`src/ffe_pkg.sv`:
```
package ffe_pkg;

   localparam int FlowEntries    = 64;
   localparam int EntryBits      = $clog2(FlowEntries);
   localparam int PacketsPerFlow = 3;
   localparam int CountBits      = $clog2(PacketsPerFlow + 1);

   localparam logic [10:0] LenClamp = 11'd1514;
   localparam logic [10:0] LenMin   = 11'd64;
   localparam logic [30:0] GapMax   = 31'h7FFF_FFFF;
   localparam logic [47:0] TimeoutReset = 48'd5000000000;

   localparam logic ReqPacket = 1'b0;
   localparam logic ReqAge    = 1'b1;

   typedef struct packed {
      logic        req_type;
      logic [31:0] src_ip;
      logic [31:0] dst_ip;
      logic [15:0] sport;
      logic [15:0] dport;
      logic [7:0]  proto;
      logic        has_ports;
      logic [15:0] pkt_len;
      logic [63:0] arrival_us;
      logic [47:0] now_ticks;
      logic [5:0]  entry_index;
   } req_type;

   typedef struct packed {
      logic [31:0] flow_lo_ip;
      logic [31:0] flow_hi_ip;
      logic [15:0] flow_lo_port;
      logic [15:0] flow_hi_port;
      logic [7:0]  flow_proto;
      logic [10:0] max_len;
      logic [30:0] max_gap_us;
      logic [1:0]  packets_counted;
      logic        aged_out;
   } rsp_type;

   typedef struct packed {
      logic [31:0] lo_ip;
      logic [31:0] hi_ip;
      logic [15:0] lo_port;
      logic [15:0] hi_port;
      logic [7:0]  proto;
   } key_type;

   // classified command handed from front to back
   typedef struct packed {
      logic        is_age;
      key_type     key;
      logic [10:0] len;
      logic        len_ok;
      logic [63:0] arrival;
      logic [47:0] now;
      logic [5:0]  index;
   } cmd_type;

endpackage

```
`src/ffe_front.sv`:
```
module ffe_front (
   input  logic             clock,
   input  logic             reset,
   input  logic             push,
   output logic             full,
   input  ffe_pkg::req_type req_data,
   output logic             cmd_valid,
   input  logic             cmd_ready,
   output ffe_pkg::cmd_type cmd_data
);

   // two-entry command queue
   ffe_pkg::cmd_type q_ff [2];
   logic             wp_ff, wp_in, rp_ff, rp_in;
   logic [1:0]       cnt_ff, cnt_in;
   ffe_pkg::cmd_type c;
   logic             swap, keep, do_push, do_pop;

   // canonical ordering and length classification
   always_comb begin
      swap = !((req_data.src_ip < req_data.dst_ip) ||
               (req_data.src_ip == req_data.dst_ip && req_data.sport < req_data.dport));
      c.is_age      = (req_data.req_type == ffe_pkg::ReqAge);
      c.key.lo_ip   = swap ? req_data.dst_ip : req_data.src_ip;
      c.key.hi_ip   = swap ? req_data.src_ip : req_data.dst_ip;
      c.key.lo_port = swap ? req_data.dport : req_data.sport;
      c.key.hi_port = swap ? req_data.sport : req_data.dport;
      c.key.proto   = req_data.proto;
      c.len = (req_data.pkt_len > {5'd0, ffe_pkg::LenClamp}) ? ffe_pkg::LenClamp
                                                             : req_data.pkt_len[10:0];
      c.len_ok  = (c.len >= ffe_pkg::LenMin);
      c.arrival = req_data.arrival_us;
      c.now     = req_data.now_ticks;
      c.index   = req_data.entry_index;
      keep = c.is_age || req_data.has_ports;
   end

   assign full      = (cnt_ff == 2'd2);
   assign do_push   = push && !full && keep;
   assign cmd_valid = (cnt_ff != 2'd0);
   assign do_pop    = cmd_valid && cmd_ready;
   assign cmd_data  = q_ff[rp_ff];

   always_comb begin
      wp_in  = wp_ff ^ do_push;
      rp_in  = rp_ff ^ do_pop;
      cnt_in = cnt_ff + {1'b0, do_push} - {1'b0, do_pop};
   end

   always_ff @(posedge clock) begin
      if (reset) begin
         wp_ff  <= 1'b0;
         rp_ff  <= 1'b0;
         cnt_ff <= 2'd0;
      end else begin
         wp_ff  <= wp_in;
         rp_ff  <= rp_in;
         cnt_ff <= cnt_in;
      end
      if (do_push) q_ff[wp_ff] <= c;
   end

endmodule

```
`config.mk`:
```
export PLATFORM = sky130hd
export DESIGN_NAME = ffe_front
export DESIGN_NICKNAME = d
export VERILOG_FILES = /design/src/ffe_pkg.sv /design/src/ffe_front.sv
export SDC_FILE = /design/constraint.sdc
export NUM_CORES = 1
export LEC_CHECK = 0
export ABC_AREA = 1
export BUFFER_PORTS_ARGS = -buffer_cell sky130_fd_sc_hd__clkbuf_2
export CELL_PAD_IN_SITES_DETAIL_PLACEMENT = 1
export CELL_PAD_IN_SITES_GLOBAL_PLACEMENT = 1
export CORE_MARGIN = 10
export CORE_UTILIZATION = 40
export CTS_BUF_LIST = sky130_fd_sc_hd__clkbuf_8 sky130_fd_sc_hd__clkbuf_16
export DETAILED_ROUTE_END_ITERATION = 10
export PLACE_DENSITY_LB_ADDON = 0.12
export SLEW_MARGIN = 25
export SYNTH_ARGS = -nofsm -noshare
export SYNTH_HDL_FRONTEND = slang
export SYNTH_SLANG_ARGS = --single-unit
export TNS_END_PERCENT = 10
```
`constraint.sdc`:
```
create_clock -name clock -period 8 [get_ports clock]
set_input_delay 0.4 -clock clock [delete_from_list [all_inputs] [get_ports clock]]
set_output_delay 0.4 -clock clock [all_outputs]
set_load 0.01 [all_outputs]
```
==> qor.csv <==
metric,value,unit
status,finished clean,
sequential element share of the synthesized area,71.1,%
input/output buffers,480,
critical path depth in cells,5,
wire length per cell,21.3,um
Max-Cap Viols,0,
Lkg Pwr,11.7,nW
fin cells,3112,
GR Util All Layers,21.6,%
vias in the first global route,16500,
share of cells above drive strength 1,23.4,%
CTS Buf Count,51,
area grow syn2layout,29.6,%
minimum clock period,3.74,ns
hold slack,0.0599,ns
RR Startpoint,cnt_ff[1],
RePlAce Congestion,0.780,
Yosys cell types,28,
latest clock arrival within the worst-skew pair,0.58,ns
clk sinks,474,
first-pass GRT wire length,98700,um
Syn Area/Cell,11.0,um2
"reg-to-reg slack, setup",4.88,ns
H-tree depth,2,
Critical path destination,cmd_data[47],
worst min-delay path category,in -> reg,
Post-Synthesis Cells,1816,
Setup TNS,0,ns
Max Freq,267,MHz
CTS Buffer Depth,3,
DIE HEIGHT,243,um
dpl hpwl,44000,um
final period utilization,46.8,%
CTS tree,built,
DR vias,15300,
Synth Net Count,2111,
Crit path max-delay family,buffers and inverters,
Critical Path Source Type,register,
launch point of the worst path,rp_ff,
Routed Wire Length,66100,um
Slew headroom,29.7,%
Slew Limit Fails,0,
Final Hold Fails,0,
initial core utilization,40.6,%
critical-path cell list,buf_4 -> buf_4 -> nand2_1 -> nand2_1 -> clkbuf_2,
R2R cell count,6,
worst path required time,7.60,ns
Yosys reg bits,474,
nature of the critical path endpoint,primary output,
slowest CP cell,buf_4,
Synth Cell Area,20000,um2
gr ovfl total,0,
Die ar.,59300,um2
worst slew pin tran,1.05,ns
"leading cell type in the layout, fill and taps excluded",nand2_1,
critical-path maximum fanout,76,
Nets,2699,
die width,243,um
DR iter-0 viols,784,
max incr delay on CP,0.78,ns
Yosys warning total,0,
vias per inst,4.90,
critical path class,reg -> out,
initial antenna violation count,10,
Root Driver,clkbuf_16,
RSZ-0062 raised after global routing,false,
worst path bufs/invs,3,
VDD IR max,0.160,mV
Ports,481,
"Setup violations, final",0,
Placed Cells incl. Taps,2889,
"commonest cells after routing, fill and taps aside","nand2_1, clkbuf_2, edfxtp_1",
pwr dens,297,nW/um2
final clock skew,0.0101,ns
drt pass-1 iters,4,
RR Endpoint,q_ff[0][167],
"CTS clk-pin slew, worst paths",0.06,ns
row cnt,81,
Worst EP arrival,3.34,ns
DRC,0,
antenna-violating nets left,0,
post_cts resized,0,
largest net degree at the start of global routing,174,
Core Area,49200,um2
[layout make-up]
cell class                      count  area (um2)
Fill cell                        5443       23300
Antenna cell                        8        20.0
Clock inverter                     37         278
Multi-Input combinational cell   1186        5170
Tap cell                          664         831
Inverter                           74         283
Sequential cell                   474       14200
Clock buffer                       52        1300
Timing Repair Buffer              617        3790
[layer usage]
layer | up-vias | share of wire (%) | global-route usage (%) | routed length (um)
met4 | 6 | 2.9 | 7.33 | 1940
met2 | 427 | 52 | 38.9 | 34400
met3 | 96 | 6.7 | 5.85 | 4410
li1 | 7215 | - | - | -
met1 | 7517 | 38 | 24.3 | 25400
met5 | - | 0.067 | 0 | 44
[power by group]
group / switching [mW] / internal [mW]
clock: 0.956 / 1.30
combinational: 1.52 / 0.656
sequential: 0.104 / 3.15
[synth_stat cells (all sizes together)]
cell type | number | share of area, %
o21a | 3 | 0.11
nand2 | 961 | 18
o21ai | 4 | 0.10
nor3 | 2 | 0.050
ha | 51 | 3.2
nand3 | 104 | 2.6
dfxtp | 4 | 0.40
xnor2 | 1 | 0.044
nor4 | 1 | 0.031
edfxtp | 470 | 71
buf | 30 | 0.88
clkbuf | 52 | 0.98
nor3b | 2 | 0.075
a31oi | 1 | 0.031
nand4 | 1 | 0.031
a21oi | 19 | 0.48
nor2 | 28 | 0.54
inv | 74 | 1.4
o21bai | 1 | 0.038
a21boi | 1 | 0.038
a21o | 1 | 0.038
or2 | 5 | 0.16
[flip-flops by register name, indices dropped and copies added (netlist names)]
register	cells
q_ff	470
cnt_ff	2
rp_ff	1
wp_ff	1
[repair_timing]
item,4_1_cts,5_1_grt
hold buffers,126,0
endpoints found under the hold margin,253,0
buffers inserted,0,0
[logic make-up (layout without fill, tap and decap cells)]
logic type / after synthesis / count (layout) / share of synthesized area, %
buffers and inverters: 156 / 780 / 3.25
XOR/XNOR: 1 / 1 / 0.0439
AND/OR/NAND/NOR: 1104 / 1104 / 21.6
other: 0 / 8 / 0
AO/OA/AOI/OAI: 30 / 30 / 0.833
flip-flops: 474 / 474 / 71.1
adder cells (fa/ha/maj): 51 / 51 / 3.20
[how the worst min path moves through the flow]
stage	startpoint	endpoint	slack (ns)	depth (start not counted)
global placement	cnt_ff[1]	cnt_ff[1]	0.55	3
finish	req_data[30]	q_ff[1][30]	0.06	1
floorplan	reset	wp_ff	0.47	1
CTS	req_data[30]	q_ff[0][30]	0.02	1
detailed placement	req_data[104]	q_ff[0][104]	0.59	1
global route	req_data[77]	q_ff[0][77]	0.02	1
[metrics by stage]
step                      utilization (%)  power [mW]  instance area [um2]  setup WS [ns]
after CTS                            52.6        7.78                25900           4.11
after global routing                 52.6        8.09                25900           4.01
final                                52.6        7.69                25900           4.26
after detailed placement             46.8        5.46                23000           4.26
after global placement               46.7        5.40                23000           3.92
after floorplan                         -        4.45                20000           1.27
Note: power is estimated with default switching activity, not from simulation.
